<file path="src/rtl/b64sc_pkg.sv">
// shared types, alphabet tables and sizes for the base64 stream codec
package b64sc_pkg;

  localparam int unsigned ValueW = 8;
  localparam int unsigned SextetW = 6;
  localparam int unsigned QueueDepth = 4;
  localparam int unsigned QueuePtrW = $clog2(QueueDepth);
  localparam int unsigned QueueCntW = $clog2(QueueDepth + 1);

  localparam logic DirEncode = 1'b0;
  localparam logic DirDecode = 1'b1;

  // one result beat
  typedef struct packed {
    logic [ValueW-1:0] value;
    logic              last;
    logic              error;
  } result_t;

  // symbol lookup result for decode
  typedef struct packed {
    logic               valid;
    logic [SextetW-1:0] index;
  } sym_t;

  // sextet to ascii symbol
  function automatic logic [ValueW-1:0] enc_sym(input logic [SextetW-1:0] six);
    logic [ValueW-1:0] code;
    code = {2'b00, six};
    if (six < 6'd26) begin
      code = 8'd65 + code;
    end else if (six < 6'd52) begin
      code = 8'd71 + code;
    end else if (six < 6'd62) begin
      code = code - 8'd4;
    end else if (six == 6'd62) begin
      code = 8'd43;
    end else begin
      code = 8'd95;
    end
    return code;
  endfunction

  // ascii symbol to sextet, valid low when outside the alphabet
  function automatic sym_t dec_sym(input logic [ValueW-1:0] v);
    sym_t s;
    logic [ValueW-1:0] t;
    s = '0;
    t = '0;
    if (v >= 8'd65 && v <= 8'd90) begin
      t = v - 8'd65;
      s.valid = 1'b1;
    end else if (v >= 8'd97 && v <= 8'd122) begin
      t = v - 8'd71;
      s.valid = 1'b1;
    end else if (v >= 8'd48 && v <= 8'd57) begin
      t = v + 8'd4;
      s.valid = 1'b1;
    end else if (v == 8'd43) begin
      t = 8'd62;
      s.valid = 1'b1;
    end else if (v == 8'd95) begin
      t = 8'd63;
      s.valid = 1'b1;
    end
    s.index = t[SextetW-1:0];
    return s;
  endfunction

endpackage

</file>
<file path="src/rtl/base64_stream_codec_top.sv">
// streaming unpadded base64 codec (alphabet A-Z a-z 0-9 + _) with a small result queue
//
// The block encodes bytes into base64 symbols (direction 0) or decodes symbols into
// bytes (direction 1), one input beat per cycle. Each accepted beat is turned into zero,
// one or two result beats in the same cycle by short logic and written into a four-entry
// result queue; the output side drains one beat per cycle while out_stall is low. An
// input beat is taken whenever at least two queue slots are free, so items that give one
// result stream at one per cycle while unstalled; an encode beat that gives two results
// (third byte of a group, or a last byte that flushes the held partial symbol) has its
// second result absorbed by the queue. in_last closes a stream: the phase counter and
// held bits clear, and on decode a trailing partial byte is dropped. A decode symbol
// outside the alphabet gives one beat with out_value 0, out_error 1 and out_last 1, and
// also ends the stream. A write of the direction register clears the stream state; it is
// always accepted (cfg_ready stays high) and is meant to be done while the block is idle.
module base64_stream_codec_top
  import b64sc_pkg::*;
(
  input  logic              clk,
  input  logic              rst,
  // configuration channel
  input  logic              cfg_valid,
  output logic              cfg_ready,
  input  logic              cfg_direction,
  // input channel
  input  logic              in_valid,
  output logic              in_stall,
  input  logic [ValueW-1:0] in_value,
  input  logic              in_last,
  // output channel
  output logic              out_valid,
  input  logic              out_stall,
  output logic [ValueW-1:0] out_value,
  output logic              out_last,
  output logic              out_error
);

  // stream state
  logic              direction;
  logic [1:0]        phase;
  logic [ValueW-1:0] pending;
  logic [1:0]        phase_next;
  logic [ValueW-1:0] pending_next;

  // results of the current beat
  result_t     res0;
  result_t     res1;
  logic [1:0]  res_cnt;

  // result queue
  result_t               queue [QueueDepth];
  logic [QueuePtrW-1:0]  wr_ptr;
  logic [QueuePtrW-1:0]  rd_ptr;
  logic [QueueCntW-1:0]  count;

  logic in_fire;
  logic out_fire;
  logic cfg_fire;

  sym_t sym;

  assign cfg_ready = 1'b1;
  assign cfg_fire  = cfg_valid & cfg_ready;

  // take a beat only with room for two results
  assign in_stall  = (count > QueueCntW'(QueueDepth - 2));
  assign in_fire   = in_valid & ~in_stall;

  assign out_valid = (count != '0);
  assign out_fire  = out_valid & ~out_stall;
  assign out_value = queue[rd_ptr].value;
  assign out_last  = queue[rd_ptr].last;
  assign out_error = queue[rd_ptr].error;

  assign sym = dec_sym(in_value);

  // per-beat codec step
  always_comb begin
    res0         = '0;
    res1         = '0;
    res_cnt      = 2'd0;
    phase_next   = phase;
    pending_next = pending;
    if (direction == DirEncode) begin
      unique case (phase)
        2'd0: begin
          res0.value   = enc_sym(in_value[7:2]);
          res_cnt      = 2'd1;
          pending_next = {2'b00, in_value[1:0], 4'b0000};
          phase_next   = 2'd1;
        end
        2'd1: begin
          res0.value   = enc_sym(pending[5:0] | {2'b00, in_value[7:4]});
          res_cnt      = 2'd1;
          pending_next = {2'b00, in_value[3:0], 2'b00};
          phase_next   = 2'd2;
        end
        default: begin
          res0.value   = enc_sym(pending[5:0] | {4'b0000, in_value[7:6]});
          res1.value   = enc_sym(in_value[5:0]);
          res1.last    = in_last;
          res_cnt      = 2'd2;
          pending_next = '0;
          phase_next   = 2'd0;
        end
      endcase
      if (in_last) begin
        // flush the held partial symbol
        if (phase_next != 2'd0) begin
          res1.value = enc_sym(pending_next[5:0]);
          res1.last  = 1'b1;
          res_cnt    = 2'd2;
        end
        phase_next   = 2'd0;
        pending_next = '0;
      end
    end else begin
      if (!sym.valid) begin
        res0.value   = '0;
        res0.last    = 1'b1;
        res0.error   = 1'b1;
        res_cnt      = 2'd1;
        phase_next   = 2'd0;
        pending_next = '0;
      end else begin
        unique case (phase)
          2'd0: begin
            pending_next = {sym.index, 2'b00};
            phase_next   = 2'd1;
          end
          2'd1: begin
            res0.value   = pending | {6'b000000, sym.index[5:4]};
            res0.last    = in_last;
            res_cnt      = 2'd1;
            pending_next = {sym.index[3:0], 4'b0000};
            phase_next   = 2'd2;
          end
          2'd2: begin
            res0.value   = pending | {4'b0000, sym.index[5:2]};
            res0.last    = in_last;
            res_cnt      = 2'd1;
            pending_next = {sym.index[1:0], 6'b000000};
            phase_next   = 2'd3;
          end
          default: begin
            res0.value   = pending | {2'b00, sym.index};
            res0.last    = in_last;
            res_cnt      = 2'd1;
            pending_next = '0;
            phase_next   = 2'd0;
          end
        endcase
        if (in_last) begin
          phase_next   = 2'd0;
          pending_next = '0;
        end
      end
    end
  end

  // control state
  always_ff @(posedge clk) begin
    if (rst) begin
      direction <= DirEncode;
      phase     <= 2'd0;
      pending   <= '0;
      wr_ptr    <= '0;
      rd_ptr    <= '0;
      count     <= '0;
    end else begin
      if (cfg_fire) begin
        direction <= cfg_direction;
        phase     <= 2'd0;
        pending   <= '0;
      end else if (in_fire) begin
        phase   <= phase_next;
        pending <= pending_next;
      end
      if (in_fire) begin
        wr_ptr <= wr_ptr + QueuePtrW'(res_cnt);
      end
      if (out_fire) begin
        rd_ptr <= rd_ptr + QueuePtrW'(1);
      end
      count <= count + (in_fire ? QueueCntW'(res_cnt) : QueueCntW'(0))
                     - (out_fire ? QueueCntW'(1) : QueueCntW'(0));
    end
  end

  // queue payload, no reset needed
  always_ff @(posedge clk) begin
    if (in_fire) begin
      if (res_cnt != 2'd0) begin
        queue[wr_ptr] <= res0;
      end
      if (res_cnt == 2'd2) begin
        queue[wr_ptr + QueuePtrW'(1)] <= res1;
      end
    end
  end

endmodule

</file>
<file path="config.mk">
export PLATFORM = sky130hd
export DESIGN_NAME = base64_stream_codec_top
export DESIGN_NICKNAME = d
export VERILOG_FILES = /design/src/rtl/b64sc_pkg.sv /design/src/rtl/base64_stream_codec_top.sv
export SDC_FILE = /design/constraint.sdc
export NUM_CORES = 1
export LEC_CHECK = 0
export ABC_AREA = 0
export BUFFER_PORTS_ARGS = -buffer_cell sky130_fd_sc_hd__buf_2
export CAP_MARGIN = 20
export CELL_PAD_IN_SITES_DETAIL_PLACEMENT = 1
export CELL_PAD_IN_SITES_GLOBAL_PLACEMENT = 2
export CORE_MARGIN = 1
export CORE_UTILIZATION = 41
export DETAILED_ROUTE_END_ITERATION = 10
export GPL_TIMING_DRIVEN = 0
export PLACE_DENSITY_LB_ADDON = 0.08
export SLEW_MARGIN = 40
export SYNTH_ARGS = -nofsm -noshare
export SYNTH_HDL_FRONTEND = slang
export SYNTH_SLANG_ARGS = --single-unit
export TNS_END_PERCENT = 1
</file>
<file path="constraint.sdc">
create_clock -name clk -period 7.8 [get_ports clk]
set_input_delay 2.34 -clock clk [delete_from_list [all_inputs] [get_ports clk]]
set_output_delay 2.34 -clock clk [all_outputs]
set_load 0.05 [all_outputs]
</file>
Yosys cells after proc, flatten, opt, wreduce, memory -nomap -nowiden:

Memories as Yosys holds them, arrays and structs flattened. A register that Yosys moved wholly into a read port is not among the register bits.
Index checks and enable logic that the tools add are counted.

* register bits: 18
* memory bits (writable): 40
* input port bits: 15
* output and inout bits: 13
* logic and storage cells: 150
* memories: 1

* add/sub/neg operators: 23
* $lt $le $gt $ge: 22
* equal/unequal tests: 10
* muxes and demuxes: 70
* bitwise gates (word level): 9
* reduce and logical (&&, ||, !) cells: 9

Memories
* queue: depth 4, bits a word 10, rd ports 1, clocked after Yosys merged registers in 1, write ports 2, line base64_stream_codec_top.sv:50 `result_t queue [QueueDepth];`

Operators with widths (count)
* $mux 8: 21
* $add 7x6->8 const A: 10
* $lt 6x6->1 const B: 10
* $mux 9: 5
* $mux 7: 5
* $sub 6x3->7 const B: 5
* $eq 6x6->1 const B: 5
* $lt 6x5->1 const B: 5
* $mux 6: 5
* $pmux 9 s3: 1
* $mux 2: 13
* $pmux 8 s3: 1
* $ge 8x7->1 const B: 2
* $le 8x7->1 const B: 2
* $pmux 8 s2: 1
* $mux 1: 15
* $pmux 6 s2: 1
* $eq 8x6->1 const B: 1
* $eq 8x7->1 const B: 1
* $ge 8x6->1 const B: 1
* $le 8x6->1 const B: 1
* $or 8x2->8: 1
* $or 8x4->8: 1
* $or 8x6->8: 1
* other kinds (21): 29

Depth between registers and ports, before layout:

Gate-level depths: netlist of the first run.

* depth in word-level cells: 12
* gate-level depth with buffers: 16
* depth with buffers taken out: 14

Worst setup path after synthesis of the first run:

OpenSTA, ideal clock, no wires.

* path kind: input -> register
* from: in in_value[7]
* to: reg count[2]
* setup time: 0.128 ns
* arrival time: 5.711 ns
* setup slack: 1.962 ns
* cell stages on the path: 16
* path buffers: 2
* cell sequence: buf_2 buf_1 inv_1 ha_1 and4_1 nor3_2 nor3_2 o41a_1 a21o_1 or2_2 ha_1 inv_1 ha_1 fa_1 xnor2_1 nor2_1

* longest elaborated chain between the ends: 11
* elaborated cells between the ends (all ways): 21
* those cells by class: 2 x add/sub; 6 x order compare; 2 x eq/ne; 8 x mux; 3 x reduce/logical

Ends and longest elaborated chain
* from (decl): line base64_stream_codec_top.sv:27 `input logic [ValueW-1:0] in_value,`
* branches (longest 5 deep; another with $ge 8x6->1)
* $mux 1 (*): line b64sc_pkg.sv:50 `if (v >= 8'd65 && v <= 8'd90) begin`
* $mux 1 (*): line base64_stream_codec_top.sv:117 `if (!sym.valid) begin`
* $mux 2 (*): line base64_stream_codec_top.sv:83 `if (direction == DirEncode) begin`
* $mux 2 (*): line base64_stream_codec_top.sv:184 `count <= count + (in_fire ? QueueCntW'(res_cnt) : QueueCntW'(0))`
* $add 3x2->3 (*): line base64_stream_codec_top.sv:184
* $sub 3x1->3 (*): line base64_stream_codec_top.sv:185 `- (out_fire ? QueueCntW'(1) : QueueCntW'(0));`
* to (signal assigned): line base64_stream_codec_top.sv:184
* to (decl): line base64_stream_codec_top.sv:53 `logic [QueueCntW-1:0] count;`

Every way passes the cells marked *.
A chain may end at the register's enable or synchronous reset.

Final worst setup path of the first run:

Same ends and word-level chain as after synthesis.

==> results of run 1 <==
## placed cells by master, fill, tap and decap left out, drive strengths merged, types with 9 or more instances in the layout
master / instances
o21ai: 40
or3: 9
edfxtp: 36
nand3: 33
a22oi: 16
dfxtp: 22
inv: 32
a211oi: 13
nor3: 25
a21oi: 51
nand4: 10
nand2: 55
ha: 36
or2: 10
buf: 50
nor2: 61
mux4: 11
nor2b: 11
xnor2: 20
o22ai: 27
clkbuf: 41
o211ai: 15
## logic make-up (layout without fill, tap and decap cells)
logic type,Yosys count,in the layout,synth area share
AND/OR/NAND/NOR,240,240,0.207
flip-flops,58,58,0.269
buffers and inverters,87,129,0.0650
other,1,1,0.000663
XOR/XNOR,25,25,0.0387
AO/OA/AOI/OAI,234,234,0.284
multiplexers,16,16,0.0531
adder cells (fa/ha/maj),37,37,0.0831
## report_power, final
part	total [mW]	leakage, nW	switching (mW)	internal, mW
sequential	0.404	0.492	0.0202	0.384
combinational	0.581	1.63	0.398	0.183
clock	0.435	0.155	0.146	0.289
## layout make-up
cell class                 instances  area (sq um)  area share
sequential                        58          1520       0.240
clock buffer                      10           239      0.0377
timing repair buffer              26           130      0.0205
buffer                            55           249      0.0393
inverter                          32           120      0.0189
clock inverter                     6          88.8      0.0140
multi-input combinational        553          3770       0.595
tap                              176           220      0.0347
## registers in the layout (all words and copies together) (netlist names), named ones only
register,flops
queue,40
count,3
rd_ptr,2
pending,6
direction,1
wr_ptr,2
phase,2
## worst min path at each step
stage | start | to | slack (ns) | cells past startpoint
global route | queue[3][0] | queue[3][0] | 0.49 | 2
detailed placement | queue[2][0] | queue[2][0] | 0.47 | 2
floorplan | queue[2][0] | queue[2][0] | 0.44 | 2
global placement | queue[2][0] | queue[2][0] | 0.45 | 2
CTS | queue[3][0] | queue[3][0] | 0.47 | 2
finish | queue[3][0] | queue[3][0] | 0.47 | 2
## stage by stage
step	power, mW	hold WS, ns	area, sq um	utilization
after detailed placement	0.986	0.466	6010	0.450
final	1.42	0.472	6340	0.475
after global placement	0.966	0.447	6010	0.450
after global routing	1.49	0.494	6340	0.475
after CTS	1.42	0.468	6340	0.475
after floorplan	0.832	0.438	5660	-
## critical path, cell delays in order
cell,delay [ns]
sky130_fd_sc_hd__buf_2,0.15
sky130_fd_sc_hd__buf_2,0.30
sky130_fd_sc_hd__buf_1,0.50
sky130_fd_sc_hd__inv_1,0.25
sky130_fd_sc_hd__ha_1,0.35
sky130_fd_sc_hd__and4_1,0.19
sky130_fd_sc_hd__nor3_2,0.23
sky130_fd_sc_hd__nor3_2,0.14
sky130_fd_sc_hd__o41a_1,0.59
sky130_fd_sc_hd__a21o_1,0.31
sky130_fd_sc_hd__or2_2,0.31
sky130_fd_sc_hd__ha_1,0.27
sky130_fd_sc_hd__inv_1,0.04
sky130_fd_sc_hd__ha_1,0.18
sky130_fd_sc_hd__fa_1,0.38
sky130_fd_sc_hd__xnor2_1,0.17
sky130_fd_sc_hd__nor2_1,0.05
## per-layer routing
layer	vias up	wire length [um]	GRT usage
li1	2710	-	-
met1	2937	10200	0.430
met2	192	9920	0.494
met3	35	1050	0.0508
met4	0	383	0.0789
met5	-	0	0
==> results.md, run 1 <==
Flow run:
- The max capacitance violation total is 0.

STA:
- Setup repair after global routing left no endpoint under its margin.
- The number of pins with negative max-slew slack in the final report was 0.
- The minimum setup slack in the final design is 1.26 ns.
- In the finished design, the share of the clock period the worst path needs comes to 0.838.
- Setup violations remaining at the end of the flow were counted as 0.
- Adding up every negative setup slack in the final design gives 0 ns.
- The worst path in the final design needs a cycle of 6.54 ns, including I/O delays and setup.
- Measured against its own limit, the worst slew margin works out to 0.436.
- Across the routed clock network, the largest skew measured is 0.00582 ns.
- For the pin with the worst max-slew slack, the measured transition is 0.843 ns.
- The final hold violation count is 0.
- The highest clock frequency the design can meet is 153 MHz.

Cells and area:
- The layout cell share with drive strength beyond 1 is 0.118.
- Once layout is complete, the cells apart from fillers number 916.
- The post-layout net count is 787.
- The total inserted antenna cells is 0.
- Compared with the post-synthesis result, the final layout area differs by 12.0%.
- After filler insertion, the fill cell instance count of the layout stands at 1654.

Clock tree:
- The H-tree level count is 3.
- The number of instances resized during post-cts repair is 0.
- The clock tree from TritonCTS is built.
- The clock latency reported for the late side of the worst-skew pair is 0.33 ns.
- The number of hold buffers added after CTS was 0.
- For this design, the sink count on the clock tree is 58.
- The maximum count of clock buffers along a single path is 2.
- The buffers inserted during post-CTS setup optimization is 0.
- The cell chosen for the clock root is sky130_fd_sc_hd__clkbuf_16.
- The CTS clock-pin slew for the worst setup and hold paths is 0.06 ns.
- The number of buffers created by CTS is 9.

Pwr:
- The leakage component of the power is 2.28 nW.
- The areal power density over the cells is 224 nW/um^2.
- The worst supply voltage drop on vdd is 0.000146 V.

Yosys:
- The most frequent cell after synthesis is sky130_fd_sc_hd__nor2_1.
- The register bit count reported by yosys is 58.
- Counting flops with a built-in enable in the synthesized netlist gives 36.
- Yosys printed 0 warnings.
- The most used flip-flop cell after synthesis is sky130_fd_sc_hd__edfxtp_1.
- The fraction of synthesized cell area taken by the top area cell type is 0.191.
- The post-synth design cell area is 5660 sq um.
- The post-synthesis cell type count is 73.
- The gate count of the mapped netlist is 698.
- By count the netlist is led by sky130_fd_sc_hd__nor2_1, sky130_fd_sc_hd__nand2_1, sky130_fd_sc_hd__a21oi_1.
- The synthesized design spends more area on one cell type than any other, namely sky130_fd_sc_hd__edfxtp_1.
- The synthesized area per cell is 8.11 sq um.
- For this run, the register share of the synthesized area comes to 0.269.
- The share of flip-flops with an asynchronous set or reset is 0.
- Sorting the synthesized cells by area gives the leading types as sky130_fd_sc_hd__edfxtp_1, sky130_fd_sc_hd__ha_1, sky130_fd_sc_hd__dfxtp_1.
- The post-synthesis net count is 750.

Place:
- The final weighted congestion of routability-driven global placement is 0.926.
- The setup slack after placement is 0.947 ns.
- The number of placed instances, taps included is 900.
- The quantity of I/O buffers inserted on ports is 26.
- The post-DP HPWL is 16400 um.

Floorplanning:
- For this configuration, the core starts out at a cell density of 0.424.
- The floorplan has 42 rows.
- The die span in y is 119 um.
- The area enclosed by the die boundary is 14300 sq um.
- The die is 119 um wide.
- The number of primary I/O pins is 28.
- The region available for standard cell placement spans 13300 sq um.

Global route:
- In the global route stage, overall resource usage came out at 0.309.
- The number of global-route vias before repair was 6019.
- Entering global routing, the biggest net connects 12 pins.
- The first-pass GRT wire length is 34000 um.
- The overflow left after global routing is 0.
- The initial antenna violation count is 0.

Drt:
- The average detailed-routed wire length per instance is 23.5 um.
- The count of routing violations after the opening detailed-route iteration is 580.
- After detailed routing, the number of remaining DRC violations is 0.
- The number of vias per cell is 6.41.
- The count of nets left with antenna violations once routing finished came out at 0.
- The final route contains 5874 vias.
- The first detailed-routing pass took 4 iterations.
- Wires add up to 21500 um.

Status:
- The flow ran to the end, and the final reports show no timing, DRC or antenna violations.

Critical path:
- The worst setup path is of the in2reg kind.
- STA classifies the critical path startpoint as a primary input.
- The critical path launch point is in_value[7].
- STA classifies the critical path endpoint as a flop.
- Following the worst setup path forward leads to its endpoint at count[2].
- STA puts the critical path data arrival time at 6.74 ns.
- The endpoint of the worst-slack reg-to-reg timing path is queue[0][5].
- The register-to-register setup slack is 3.98 ns.
- The maximum fanout encountered on the critical timing path is 10.
- The required time at the worst-slack endpoint is 8.00 ns.
- The depth of the worst register-to-register path is 12.
- The reg-to-reg critical path startpoint is phase[1].

Hold path:
- The type of the most critical hold path is reg2reg.
(Power assumes the default switching activity.)
==> run 2: changes to the inputs <==
- CORE_UTILIZATION: 41 -> 38
- clock period: 7.8 -> 6.56 ns (I/O delays scaled with it)
==> run 2 against run 1 <==
Net effect: register-to-register slack worse by 1.1 ns; clock power rose by 6.2%; first-iteration DRC count decreased by 33%; total power up 14%; flip-flop and latch count stayed put; global-route usage down 2.9 points; sequential share of layout area is 0.067 points higher; utilization shrank 4.0 points; hold slack hardly changed; largest cell class unchanged; critical path depth is the same; non-clock buffer count did not move; clock skew is 0.0050 ns higher.
==> results.md, run 2 (same netlist as run 1, synthesis figures left out) <==
Status:
- Status: complete, no violations (unchanged).

Drt:
- The total vias in the final route was 5762 (was 5874).
- The number of vias per cell is 6.24 (was 6.41).
- The final wirelength is 21000 um (was 21500 um).
- The number of detailed-routing iterations run before antenna repair came to 5 (was 4).
- The average detailed-routed wire length per instance is 22.7 um (was 23.5 um).
- The post-detailed-route count of antenna-violating nets is 0 (unchanged).
- The count of routing violations after the opening detailed-route iteration is 391 (was 580).
- The number of DRC violations after detailed routing is 0 (unchanged).

Pwr:
- The areal power density over the cells is 257 nW/um^2 (was 224 nW/um^2).
- The leakage component of the power is 2.27 nW (was 2.28 nW).
- The worst supply voltage drop on vdd is 0.000129 V (was 0.000146 V).

Floorplanning:
- The initial core utilization was 0.389 (was 0.424).
- The number of primary I/O pins was 28 (unchanged).
- The width of the die came to 124 um (was 119 um).
- The placeable core region is 14500 sq um (was 13300 sq um).
- The die span in y was 124 um (was 119 um).
- The area enclosed by the die boundary is 15400 sq um (was 14300 sq um).
- The number of standard-cell rows in the floorplan is 44 (was 42).

Clock tree:
- The H-tree level count came to 3 (unchanged).
- The number of instances resized during post-cts repair came to 0 (unchanged).
- The buffers inserted during post-CTS setup optimization is 0 (unchanged).
- The CTS clock-pin slew for the worst setup and hold paths is 0.05 ns (was 0.06 ns).
- The clock tree from TritonCTS is built (unchanged).
- The maximum count of clock buffers along a single path came to 2 (unchanged).
- The cell chosen for the clock root is sky130_fd_sc_hd__clkbuf_16 (unchanged).
- The clock latency reported for the late side of the worst-skew pair is 0.34 ns (was 0.33 ns).
- The number of buffers created by CTS is 9 (unchanged).
- The clock sink total is 58 (unchanged).
- The total of hold buffers inserted after clock tree synthesis was 0 (unchanged).

Global route:
- The overflow left after global routing is 0 (unchanged).
- The first-pass GRT wire length is 32300 um (was 34000 um).
- The number of global-route vias before repair is 5681 (was 6019).
- The initial antenna violation count is 0 (unchanged).
- The global-route usage over all layers came to 0.280 (was 0.309).
- The largest net degree at the start of global routing is 12 (unchanged).

Critical path:
- The data arrival time of the critical path is 6.42 ns (was 6.74 ns).
- The startpoint kind of the worst setup timing path is a primary input (unchanged).
- The maximum fanout encountered on the critical timing path is 10 (unchanged).
- The endpoint kind of the worst setup timing path is a flop (unchanged).
- The type of the worst setup path is in2reg (unchanged).
- The required time at the worst-slack endpoint is 6.77 ns (was 8.00 ns).

Cells and area:
- The total inserted antenna cells is 0 (unchanged).
- Top Registers: queue (40), pending (6), count (3) (unchanged).
- The finished layout cell area is 6320 sq um (was 6340 sq um).
- The flip-flop count of the largest register after layout is 40 (unchanged).
- The layout cell share with drive strength beyond 1 is 0.118 (unchanged).
- The register with the most flip-flops was queue (unchanged).
- Most frequent cells in the layout: sky130_fd_sc_hd__nor2_1, sky130_fd_sc_hd__nand2_1, sky130_fd_sc_hd__a21oi_1, sky130_fd_sc_hd__ha_1, sky130_fd_sc_hd__edfxtp_1 (unchanged).
- The area growth from synthesis to final layout is 11.7% (was 12.0%).
- The post-layout net count is 787 (unchanged).
- The most common library cell in the layout ignoring fill and taps was sky130_fd_sc_hd__nor2_1 (unchanged).

Flow run:
- The max capacitance violation total is 0 (unchanged).

STA:
- The final critical delay including setup and external delays is 6.21 ns.
- Static timing analysis puts the maximum clock frequency at 161 MHz.
- The worst hold-check slack came to 0.472 ns (about the same).
- The worst-margin pin slew is 0.783 ns (was 0.843 ns).
- The headroom to the max-slew limit was 0.472 (was 0.436).
- The minimum setup slack in the final design is 0.346 ns (was 1.26 ns).
- The final setup violation count is 0 (unchanged).
- The number of pins with negative max-slew slack in the final report came to 0 (unchanged).
- The final worst clock skew is 0.0108 ns (was 0.00582 ns).
- The final hold violation count was 0 (unchanged).
- The setup TNS after final layout is 0 ns (unchanged).
- The part of the cycle the worst path needs is 0.947.
- RSZ-0062 raised after global routing: false (unchanged).

Place:
- The final weighted congestion of routability-driven global placement came to 0.926 (about the same).
- The post-DP HPWL is 16400 um (about the same).
- The quantity of I/O buffers inserted on ports was 26 (unchanged).
- The setup slack after placement is 0.0248 ns (was 0.947 ns).
- The instance area at placement came to 6020 sq um (was 6010 sq um).

Hold path:
- The type of the most critical hold path is reg2reg (unchanged).
[run 2: path summary, 6_finish.rpt]
path	start	endpoint	slack, ns	cells after the start
worst max-delay path	in_value[7]	count[2]	0.35	17
worst min-delay path	queue[1][0]	queue[1][0]	0.47	2
worst max register to register	phase[1]	queue[0][5]	2.87	12
worst min register to register	queue[1][0]	queue[1][0]	0.47	2
[run 2: cell type report]
| type | count | area (sq um) |
|---|---|---|
| inverter | 32 | 120 |
| timing repair buffer | 26 | 130 |
| buffer | 55 | 249 |
| multi-input combinational | 553 | 3770 |
| sequential | 58 | 1520 |
| tap | 184 | 230 |
| fill | 1779 | 8210 |
| clock inverter | 5 | 55.1 |
| clock buffer | 11 | 243 |
[run 2: per-stage QoR]
step / instances / power [mW] / util
6_report: 924 / 1.62 / 0.435
5_1_grt: 924 / 1.71 / 0.435
4_1_cts: 924 / 1.63 / 0.435
3_5_place_dp: 908 / 1.16 / 0.414
3_3_place_gp: 908 / 1.14 / 0.414
2_1_floorplan: 698 / 0.990 / -
[run 2: power breakdown]
group | internal (mW) | switching (mW)
Clock | 0.302 | 0.160
Sequential | 0.457 | 0.0236
Combinational | 0.218 | 0.463
[run 2: critical path: stages]
cell                      delay (ns)
sky130_fd_sc_hd__buf_2          0.13
sky130_fd_sc_hd__buf_2          0.28
sky130_fd_sc_hd__buf_1          0.48
sky130_fd_sc_hd__inv_1          0.27
sky130_fd_sc_hd__ha_1           0.35
sky130_fd_sc_hd__and4_1         0.20
sky130_fd_sc_hd__nor3_2         0.23
sky130_fd_sc_hd__nor3_2         0.14
sky130_fd_sc_hd__o41a_1         0.58
sky130_fd_sc_hd__a21o_1         0.33
sky130_fd_sc_hd__or2_2          0.32
sky130_fd_sc_hd__ha_1           0.28
sky130_fd_sc_hd__inv_1          0.05
sky130_fd_sc_hd__ha_1           0.18
sky130_fd_sc_hd__fa_1           0.38
sky130_fd_sc_hd__xnor2_1        0.17
sky130_fd_sc_hd__nor2_1         0.06
[run 2: routing by layer]
metal | up-vias | track usage | part of all wire
met5 | - | 0 | 0
met4 | 0 | 0.0885 | 0.016
met3 | 24 | 0.0288 | 0.033
met2 | 161 | 0.505 | 0.51
met1 | 2872 | 0.347 | 0.44
li1 | 2705 | - | -
